<file path="src/design/timing_event_log_decoder_macros.svh">
// Assertion macros shared by the timing event log decoder.
`ifndef TIMING_EVENT_LOG_DECODER_MACROS_SVH
`define TIMING_EVENT_LOG_DECODER_MACROS_SVH

// Same-cycle implication, checked on the rising clock edge outside reset.
`define TELD_ASSERT_IMP(label, clk, rst_n, lhs, rhs) \
    label: assert property (@(posedge clk) disable iff (!rst_n) (lhs) |-> (rhs)) \
        else $error("timing event log decoder: same-cycle check failed");

// Next-cycle implication, checked on the rising clock edge outside reset.
`define TELD_ASSERT_NXT(label, clk, rst_n, lhs, rhs) \
    label: assert property (@(posedge clk) disable iff (!rst_n) (lhs) |=> (rhs)) \
        else $error("timing event log decoder: next-cycle check failed");

`endif

</file>
<file path="src/design/teld_pkg.sv">
// Types and constants of the timing event log decoder.
`timescale 1ns / 1ps

package teld_pkg;

    localparam int CODE_W  = 8;
    localparam int TICK_W  = 32;
    localparam int COUNT_W = 6;
    localparam int CFG_INDEX_W = 2;

    localparam logic [COUNT_W-1:0] TOD_BITS  = 6'd32;
    localparam logic [COUNT_W-1:0] COUNT_MAX = 6'd33;

    localparam logic [CODE_W-1:0] ZERO_BIT_CODE_RST  = 8'd112;
    localparam logic [CODE_W-1:0] ONE_BIT_CODE_RST   = 8'd113;
    localparam logic [CODE_W-1:0] HEARTBEAT_CODE_RST = 8'd122;
    localparam logic [CODE_W-1:0] PPS_CODE_RST       = 8'd125;

    typedef enum logic [CFG_INDEX_W-1:0] {
        CFG_ZERO_BIT_CODE  = 2'd0,
        CFG_ONE_BIT_CODE   = 2'd1,
        CFG_HEARTBEAT_CODE = 2'd2,
        CFG_PPS_CODE       = 2'd3
    } cfg_index_t;

    typedef enum logic [2:0] {
        KIND_FIRST_HEARTBEAT = 3'd0,
        KIND_HEARTBEAT_IVL   = 3'd1,
        KIND_PPS_SECONDS     = 3'd2,
        KIND_PPS_BARE        = 3'd3,
        KIND_OTHER_EVENT     = 3'd4
    } report_kind_t;

    typedef struct packed {
        report_kind_t      kind;
        logic [CODE_W-1:0] code;
        logic [TICK_W-1:0] value;
    } report_t;

endpackage

</file>
<file path="src/design/timing_event_log_decoder.sv">
// Timing event log decoder: time-of-day assembly, heartbeat and event interval reports.
`timescale 1ns / 1ps

// Takes one timing event or restart request per clock while s_tready is high and
// delivers at most one report per item. Every item is decoded against the code registers
// and the held state, and its report is registered, so the block sustains one item per
// clock while m_tready stays high. A one-entry skid stage keeps s_tready high for one
// more report while a report waits on m_tready. Zero-bit, one-bit and restart items give
// no report. Code registers are written on the cfg channel, which is always ready; write
// them only while the block is idle.
module timing_event_log_decoder (
    input  logic        aclk,
    input  logic        aresetn,
    input  logic        s_tvalid,
    output logic        s_tready,
    input  logic [39:0] s_tdata,    // event_code [7:0], tick_stamp [39:8]
    input  logic        s_tuser,    // req_type
    output logic        m_tvalid,
    input  logic        m_tready,
    output logic [39:0] m_tdata,    // report_code [7:0], report_value [39:8]
    output logic [2:0]  m_tuser,    // report_kind
    input  logic        cfg_valid,
    output logic        cfg_ready,
    input  logic [1:0]  cfg_index,
    input  logic [7:0]  cfg_data
);

    logic [teld_pkg::CODE_W-1:0]  zero_bit_code_reg;
    logic [teld_pkg::CODE_W-1:0]  one_bit_code_reg;
    logic [teld_pkg::CODE_W-1:0]  heartbeat_code_reg;
    logic [teld_pkg::CODE_W-1:0]  pps_code_reg;

    logic [teld_pkg::TICK_W-1:0]  tod_shift_reg;
    logic [teld_pkg::COUNT_W-1:0] tod_bit_count_reg;
    logic                         first_heartbeat_reg;
    logic [teld_pkg::TICK_W-1:0]  last_heartbeat_ticks_reg;
    logic [teld_pkg::TICK_W-1:0]  last_event_ticks_reg;

    logic                         out_valid_reg;
    teld_pkg::report_t            out_reg;
    logic                         skid_valid_reg;
    teld_pkg::report_t            skid_reg;

    logic                         req_type;
    logic [teld_pkg::CODE_W-1:0]  event_code;
    logic [teld_pkg::TICK_W-1:0]  tick_stamp;
    logic                         is_zero_bit;
    logic                         is_one_bit;
    logic                         is_heartbeat;
    logic                         is_pps;
    logic                         in_accept;
    logic                         has_report;
    logic                         produce;
    logic                         out_free;
    teld_pkg::report_t            report_next;
    logic [teld_pkg::COUNT_W-1:0] count_inc;

    assign req_type   = s_tuser;
    assign event_code = s_tdata[7:0];
    assign tick_stamp = s_tdata[39:8];

    // Overlapping codes resolve in the order zero bit, one bit, heartbeat, PPS.
    assign is_zero_bit  = (event_code == zero_bit_code_reg);
    assign is_one_bit   = !is_zero_bit && (event_code == one_bit_code_reg);
    assign is_heartbeat = !is_zero_bit && !is_one_bit && (event_code == heartbeat_code_reg);
    assign is_pps       = !is_zero_bit && !is_one_bit && !is_heartbeat &&
                          (event_code == pps_code_reg);

    assign s_tready   = !skid_valid_reg;
    assign in_accept  = s_tvalid && s_tready;
    assign has_report = !req_type && !is_zero_bit && !is_one_bit;
    assign produce    = in_accept && has_report;
    assign out_free   = !out_valid_reg || m_tready;
    assign cfg_ready  = 1'b1;

    assign count_inc = (tod_bit_count_reg < teld_pkg::COUNT_MAX) ?
                       tod_bit_count_reg + 6'd1 : tod_bit_count_reg;

    always_comb begin
        report_next.code = event_code;
        if (is_heartbeat) begin
            if (first_heartbeat_reg) begin
                report_next.kind  = teld_pkg::KIND_FIRST_HEARTBEAT;
                report_next.value = '0;
            end else begin
                report_next.kind  = teld_pkg::KIND_HEARTBEAT_IVL;
                report_next.value = tick_stamp - last_heartbeat_ticks_reg;
            end
        end else if (is_pps) begin
            if (tod_bit_count_reg == teld_pkg::TOD_BITS) begin
                report_next.kind  = teld_pkg::KIND_PPS_SECONDS;
                report_next.value = tod_shift_reg;
            end else begin
                report_next.kind  = teld_pkg::KIND_PPS_BARE;
                report_next.value = '0;
            end
        end else begin
            report_next.kind  = teld_pkg::KIND_OTHER_EVENT;
            report_next.value = tick_stamp - last_event_ticks_reg;
        end
    end

    always_ff @(posedge aclk) begin
        if (!aresetn) begin
            zero_bit_code_reg  <= teld_pkg::ZERO_BIT_CODE_RST;
            one_bit_code_reg   <= teld_pkg::ONE_BIT_CODE_RST;
            heartbeat_code_reg <= teld_pkg::HEARTBEAT_CODE_RST;
            pps_code_reg       <= teld_pkg::PPS_CODE_RST;
        end else if (cfg_valid && cfg_ready) begin
            case (teld_pkg::cfg_index_t'(cfg_index))
                teld_pkg::CFG_ZERO_BIT_CODE:  zero_bit_code_reg  <= cfg_data;
                teld_pkg::CFG_ONE_BIT_CODE:   one_bit_code_reg   <= cfg_data;
                teld_pkg::CFG_HEARTBEAT_CODE: heartbeat_code_reg <= cfg_data;
                teld_pkg::CFG_PPS_CODE:       pps_code_reg       <= cfg_data;
                default: ;
            endcase
        end
    end

    always_ff @(posedge aclk) begin
        if (!aresetn) begin
            tod_shift_reg            <= '0;
            tod_bit_count_reg        <= '0;
            first_heartbeat_reg      <= 1'b1;
            last_heartbeat_ticks_reg <= '0;
            last_event_ticks_reg     <= '0;
        end else if (in_accept) begin
            if (req_type) begin
                first_heartbeat_reg <= 1'b1;
                tod_bit_count_reg   <= '0;
            end else if (is_zero_bit || is_one_bit) begin
                tod_shift_reg     <= {tod_shift_reg[teld_pkg::TICK_W-2:0], is_one_bit};
                tod_bit_count_reg <= count_inc;
            end else if (is_heartbeat) begin
                first_heartbeat_reg      <= 1'b0;
                last_heartbeat_ticks_reg <= tick_stamp;
            end else if (is_pps) begin
                tod_bit_count_reg <= '0;
            end else begin
                last_event_ticks_reg <= tick_stamp;
            end
        end
    end

    // The skid entry is older than any new report, so it drains into the output first;
    // while it is full s_tready is low and nothing new arrives.
    always_ff @(posedge aclk) begin
        if (!aresetn) begin
            out_valid_reg  <= 1'b0;
            skid_valid_reg <= 1'b0;
        end else if (out_free) begin
            if (skid_valid_reg) begin
                out_valid_reg  <= 1'b1;
                skid_valid_reg <= 1'b0;
            end else begin
                out_valid_reg <= produce;
            end
        end else if (produce) begin
            skid_valid_reg <= 1'b1;
        end
    end

    always_ff @(posedge aclk) begin
        if (out_free) begin
            if (skid_valid_reg) begin
                out_reg <= skid_reg;
            end else if (produce) begin
                out_reg <= report_next;
            end
        end else if (produce) begin
            skid_reg <= report_next;
        end
    end

    assign m_tvalid = out_valid_reg;
    assign m_tdata  = {out_reg.value, out_reg.code};
    assign m_tuser  = out_reg.kind;

`include "timing_event_log_decoder_macros.svh"

    `TELD_ASSERT_IMP(a_skid_behind_out, aclk, aresetn, skid_valid_reg, out_valid_reg)
    `TELD_ASSERT_IMP(a_count_saturates, aclk, aresetn, 1'b1, tod_bit_count_reg <= teld_pkg::COUNT_MAX)
    `TELD_ASSERT_NXT(a_restart_clears, aclk, aresetn, in_accept && req_type, tod_bit_count_reg == '0 && first_heartbeat_reg)
    `TELD_ASSERT_NXT(a_stall_to_skid, aclk, aresetn, produce && !out_free, skid_valid_reg)

endmodule
</file>
<file path="config.mk">
export PLATFORM = sky130hd
export DESIGN_NAME = timing_event_log_decoder
export DESIGN_NICKNAME = d
export VERILOG_FILES = /design/src/design/teld_pkg.sv /design/src/design/timing_event_log_decoder.sv
export VERILOG_INCLUDE_DIRS = /design/src /design/src/design
export SDC_FILE = /design/constraint.sdc
export NUM_CORES = 1
export LEC_CHECK = 0
export ABC_AREA = 1
export BUFFER_PORTS_ARGS = -buffer_cell sky130_fd_sc_hd__buf_2
export CAP_MARGIN = 20
export CORE_ASPECT_RATIO = 0.75
export CORE_MARGIN = 1
export CORE_UTILIZATION = 63
export CTS_BUF_LIST = sky130_fd_sc_hd__clkbuf_4 sky130_fd_sc_hd__clkbuf_8
export DETAILED_ROUTE_END_ITERATION = 10
export GPL_TIMING_DRIVEN = 0
export PLACE_DENSITY = 0.83
export SYNTH_ARGS = -nofsm -noshare
export SYNTH_HDL_FRONTEND = slang
export SYNTH_SLANG_ARGS = --single-unit
</file>
<file path="constraint.sdc">
create_clock -name aclk -period 4 [get_ports aclk]
set_clock_uncertainty 0.1 [all_clocks]
set_input_delay 0.4 -clock aclk [delete_from_list [all_inputs] [get_ports aclk]]
set_output_delay 0.4 -clock aclk [all_outputs]
set_load 0.03 [all_outputs]
</file>
Yosys cells after proc, flatten, opt, wreduce, memory -nomap -nowiden
Cells that the tools add are included.
{ "word_totals": {"reg_bits": 223, "in_bits": 56, "output_inout_bits": 46, "elab_cells": 90} }
{ "op_classes": {"addsub": 3, "order_cmp": 1, "n_eq_ne": 11, "muxes": 19, "bitwise_logic": 6, "reduce_logical": 33} }
{ "op_table": {"columns": ["cell", "n"], "rows": [
  ["$mux 32", 4],
  ["$mux 43", 2],
  ["$sub 32x32->32", 2],
  ["$eq 8x8->1", 4],
  ["$mux 6", 5],
  ["$reduce_and 2->1", 6],
  ["$logic_and 1x1->1", 9],
  ["$reduce_and 4->1", 2],
  ["$add 6x1->6 const B", 1],
  ["$eq 6x6->1 const B", 1],
  ["$logic_not 1->1", 6],
  ["$lt 6x6->1 const B", 1],
  ["$mux 1", 6],
  ["$mux 3", 2],
  ["$not 1->1", 6],
  ["$reduce_and 3->1", 2],
  ["$reduce_and 5->1", 1],
  ["$eq 2x2->1 const B", 2],
  ["$reduce_bool 2->1", 2],
  ["$ne 3x2->1 const B", 1],
  ["$ne 3x3->1 const B", 1],
  ["$reduce_bool 3->1", 1],
  ["$eq 2x1->1 const B", 1],
  ["$logic_not 2->1", 1],
  ["other kinds (3)", 4]
]} }

Depth between registers and ports, before layout
{ "depth": {"word_depth": 13, "ltp_mapped": 19, "mapped_depth_nobuf": 19} }

Worst setup path before layout
OpenSTA, ideal clock, no wires.
{ "synth_timing": {"kind": "input to register", "startpoint": "in s_tdata[4]", "endpoint": "reg out_reg, in the netlist m_tdata[0], enable pin", "setup_time_ns": 0.443, "t_arrival_ns": 3.190, "slack_ns": 0.267, "path_stages": 10, "n_path_buf": 1, "path_cell_list": "buf_2 xor2_1 a21oi_2 nand2_1 nor2_4 nor2_8 nand3_4 inv_2 nor2_1 nor2_1"} }
{ "synth_between": {"elab_chain_len": 8, "elab_cells_between_ends": 10, "classes_between": "2 x eq/ne; 8 x reduce/logical"} }
{ "synth_rtl": {"columns": ["element", "line_no", "source"], "rows": [
  ["from (decl)", "timing_event_log_decoder.sv:16", "input logic [39:0] s_tdata,"],
  ["$eq 8x8->1", "timing_event_log_decoder.sv:63", "assign is_zero_bit = (event_code == zero_bit_code_reg);"],
  ["$logic_not 1->1", "timing_event_log_decoder.sv:64, timing_event_log_decoder.sv:71", null],
  ["$logic_and 1x1->1", "timing_event_log_decoder.sv:64", "assign is_one_bit = !is_zero_bit && (event_code == one_bit_code_reg);"],
  ["$logic_not 1->1", "timing_event_log_decoder.sv:71", "assign has_report = !req_type && !is_zero_bit && !is_one_bit;"],
  ["$logic_and 1x1->1 (*)", "timing_event_log_decoder.sv:71", null],
  ["$logic_and 1x1->1 (*)", "timing_event_log_decoder.sv:72", "assign produce = in_accept && has_report;"],
  ["$reduce_bool 2->1 (no source line) (*)", null, null],
  ["$reduce_and 2->1 (no source line) (*)", null, null],
  ["to (signal assigned)", "timing_event_log_decoder.sv:166", "out_reg <= skid_reg;"],
  ["to (signal assigned)", "timing_event_log_decoder.sv:168", "out_reg <= report_next;"],
  ["to (decl)", "timing_event_log_decoder.sv:40", "teld_pkg::report_t out_reg;"]
]} }
Mark *: on every way between the ends. The rest lies on a longest branch, timed or not.
A chain may end at the register's enable or synchronous reset.

==> qor.csv <==
stage,metric,value,unit
outcome,status,"complete, no violations",
clocking,cts_tree,built,
timing,fin_ws,0.876,ns
layout,drive_gt1_frac,0.112,
routing,wl_per_cell,17.2,um
timing,slew-limit-headroom,0.255,
die,fp.dieW,173,um
synthesis,yosysSeqAreaShare,0.387,
timing,hold_violations,0,
critical_path,endpoint_kind,flop,
routing,via_per_inst,5.64,
die,num_io_pins,102,
layout,final_cell_mix,"622 x nand2_1, 227 x inv_1, 199 x nor2_1",
timing,period_needed,3.12,ns
synthesis,ys.flop_type,dfxtp_1,
placement,pre_cts_ws,0.764,ns
synthesis,syn-num-nets,2099,
layout,largest_reg_flops,43,
critical_path,worst_setup_path_start_kind,flop,
layout,synthToLayoutAreaGrowth,12.6,%
layout,nNetsFinal,2246,
die,die_h,130,um
synthesis,async_flop_share,0,
critical_path,cp-startpoint,last_heartbeat_ticks_reg[13],
routing,first_pass_iters,8,
layout,final_common_cell,nand2_1,
synthesis,synth_edf_count,86,
die,core_area,21300,sq um
clocking,clk_pin_slew,0.07,ns
critical_path,worstPathRequired,4.20,ns
routing,drc,0,
timing,worst_pin_slew,1.11,ns
die,start_util,0.647,
clocking,cts_inserted_buffers,37,
timing,setup_viol,0,
critical_path,worstPathArrival,3.32,ns
routing,finalWirelength,41900,um
critical_path,r2r-start,last_heartbeat_ticks_reg[13],
die,std_cell_rows,46,
critical_path,crit_fanout,5,
global_routing,grt_pass1_vias,12000,
global_routing,grt_start_max_net_pins,36,
synthesis,ys_seq_elements,223,
global_routing,grt_antenna_before_repair,0,
worst_hold_path,hold_path.class,input port to flop,
synthesis,ys_types,43,
worst_hold_path,hold_start,cfg_data[0],
global_routing,grt_pass1_wl,64800,um
layout,design_area,15500,sq um
timing,period_share,0.781,
run,drv_cap,0,
layout,utilization,0.728,
synthesis,synth_top_area_frac,0.199,
synthesis,yosysWarnings,0,
power_and_ir_drop,power_density,382,nW/um^2
critical_path,path_class,flop to flop,
power_and_ir_drop,irDropWorstVdd,0.000290,V
clocking,cts_setup_buffers,0,
placement,place_area,14700,sq um
synthesis,netlist_area,13800,sq um
routing,drt_iter0_drc,1630,
clocking,root_buffer,clkbuf_8,
clocking,clk_latency,0.55,ns
clocking,cts_max_level,2,
routing,num_vias,13800,
clocking,clock-sinks,223,
placement,gp_congestion,1.01,
clocking,clock_path_buffers,3,
die,dieArea,22500,sq um
synthesis,avgSynthCellArea,6.97,sq um
routing,drtAntennaViolNets,0,
timing,rsz0062_at_grt,no,
power_and_ir_drop,p_total,5.93,mW
global_routing,grt_usage,0.370,
power_and_ir_drop,p_leak,7.14,nW
global_routing,grt.overflow.total,0,
placement,port-buffer-count,99,
synthesis,synth_top_area_cell,dfxtp_1,
layout,num_antenna_cells,0,
synthesis,synthCells,1976,
placement,hpwl,32500,um
timing,max_freq,320,MHz
synthesis,synthTopCellsByArea,"dfxtp_1 20%, edfxtp_1 19%, nand2_1 17%",
timing,drv_slew,0,
cell families (layout without fill, tap and decap cells):
group / count (synthesis) / after routing / synth area share
buffers and inverters: 298 / 473 / 0.0872
xor gates and xnor gates: 51 / 51 / 0.0324
DFF: 223 / 223 / 0.387
adders and majority gates: 67 / 67 / 0.0620
AOI/OAI and AO/OA: 304 / 304 / 0.119
other: 1 / 1 / 0.000272
and+or+nand+nor: 1032 / 1032 / 0.313
per-stage QoR:
stage / instances / hold slack (ns) / TNS, ns
after CTS: 2439 / 0.0361 / 0
after floorplan: 1976 / 0.333 / 0
after global placement: 2363 / 0.344 / -63.71
after detailed placement: 2365 / 0.350 / 0
final: 2439 / 0.0583 / 0
after global routing: 2439 / 0.0537 / 0
final timing paths:
kind | to | slack, ns | depth (start not counted)
setup / recovery | m_tdata[38] | 0.88 | 13
hold / removal | one_bit_code_reg[0] | 0.06 | 3
setup reg to reg | m_tdata[38] | 0.88 | 13
hold reg to reg | last_event_ticks_reg[26] | 0.36 | 2
layout make-up:
| class | instances | area [sq um] |
|---|---|---|
| Tap cell | 288 | 360 |
| Clock inverter | 12 | 86.3 |
| Multi-Input combinational cell | 1455 | 7260 |
| Buffer | 62 | 314 |
| Sequential cell | 223 | 5330 |
| Fill cell | 1768 | 5790 |
| Inverter | 236 | 886 |
| Clock buffer | 55 | 669 |
| Timing Repair Buffer | 108 | 606 |
report_power, final:
part	total, mW	internal [mW]	switching [mW]
clock network	2.11	1.14	0.966
logic	1.30	0.403	0.901
registers	2.52	2.48	0.0316
synth_stat cells, types with 5 or more instances:
master / number
nand2_1: 622
inv_1: 227
nor2_1: 201
dfxtp_1: 137
nand3_1: 130
a21oi_1: 128
o21ai_0: 97
edfxtp_1: 86
ha_1: 65
o21ai_1: 48
xor2_1: 35
clkbuf_1: 30
nor3_1: 23
buf_2: 20
xnor2_1: 16
nand4_1: 15
a21oi_2: 12
nand3b_1: 11
or2_2: 8
buf_4: 7
inv_2: 6
a21o_1: 5
nor2_4: 5
critical path: stages (launching register included):
cell	delay [ns]
dfxtp_1	0.32
inv_1	0.05
ha_1	0.35
nand2_1	0.11
nor2_1	0.36
nand2_1	0.08
o21ai_0	0.75
nand2_1	0.18
nand2_1	0.12
nand2_1	0.05
nand3_1	0.07
nand2_1	0.18
nand2_1	0.12
nand2_1	0.05
what timing repair did:
action	4_1_cts	5_1_grt
resized for setup	0	0
endpoints found under the hold margin	7	0
hold buffers	7	0
layer usage:
layer  GRT usage  up-vias  wire length, um
li1            -     6679                -
met1       0.552     6285            19100
met2       0.547      700            17200
met3      0.0609       89             4520
met4       0.115        0             1120
met5           0        -                0
Power figures use the tool's default switching activity.
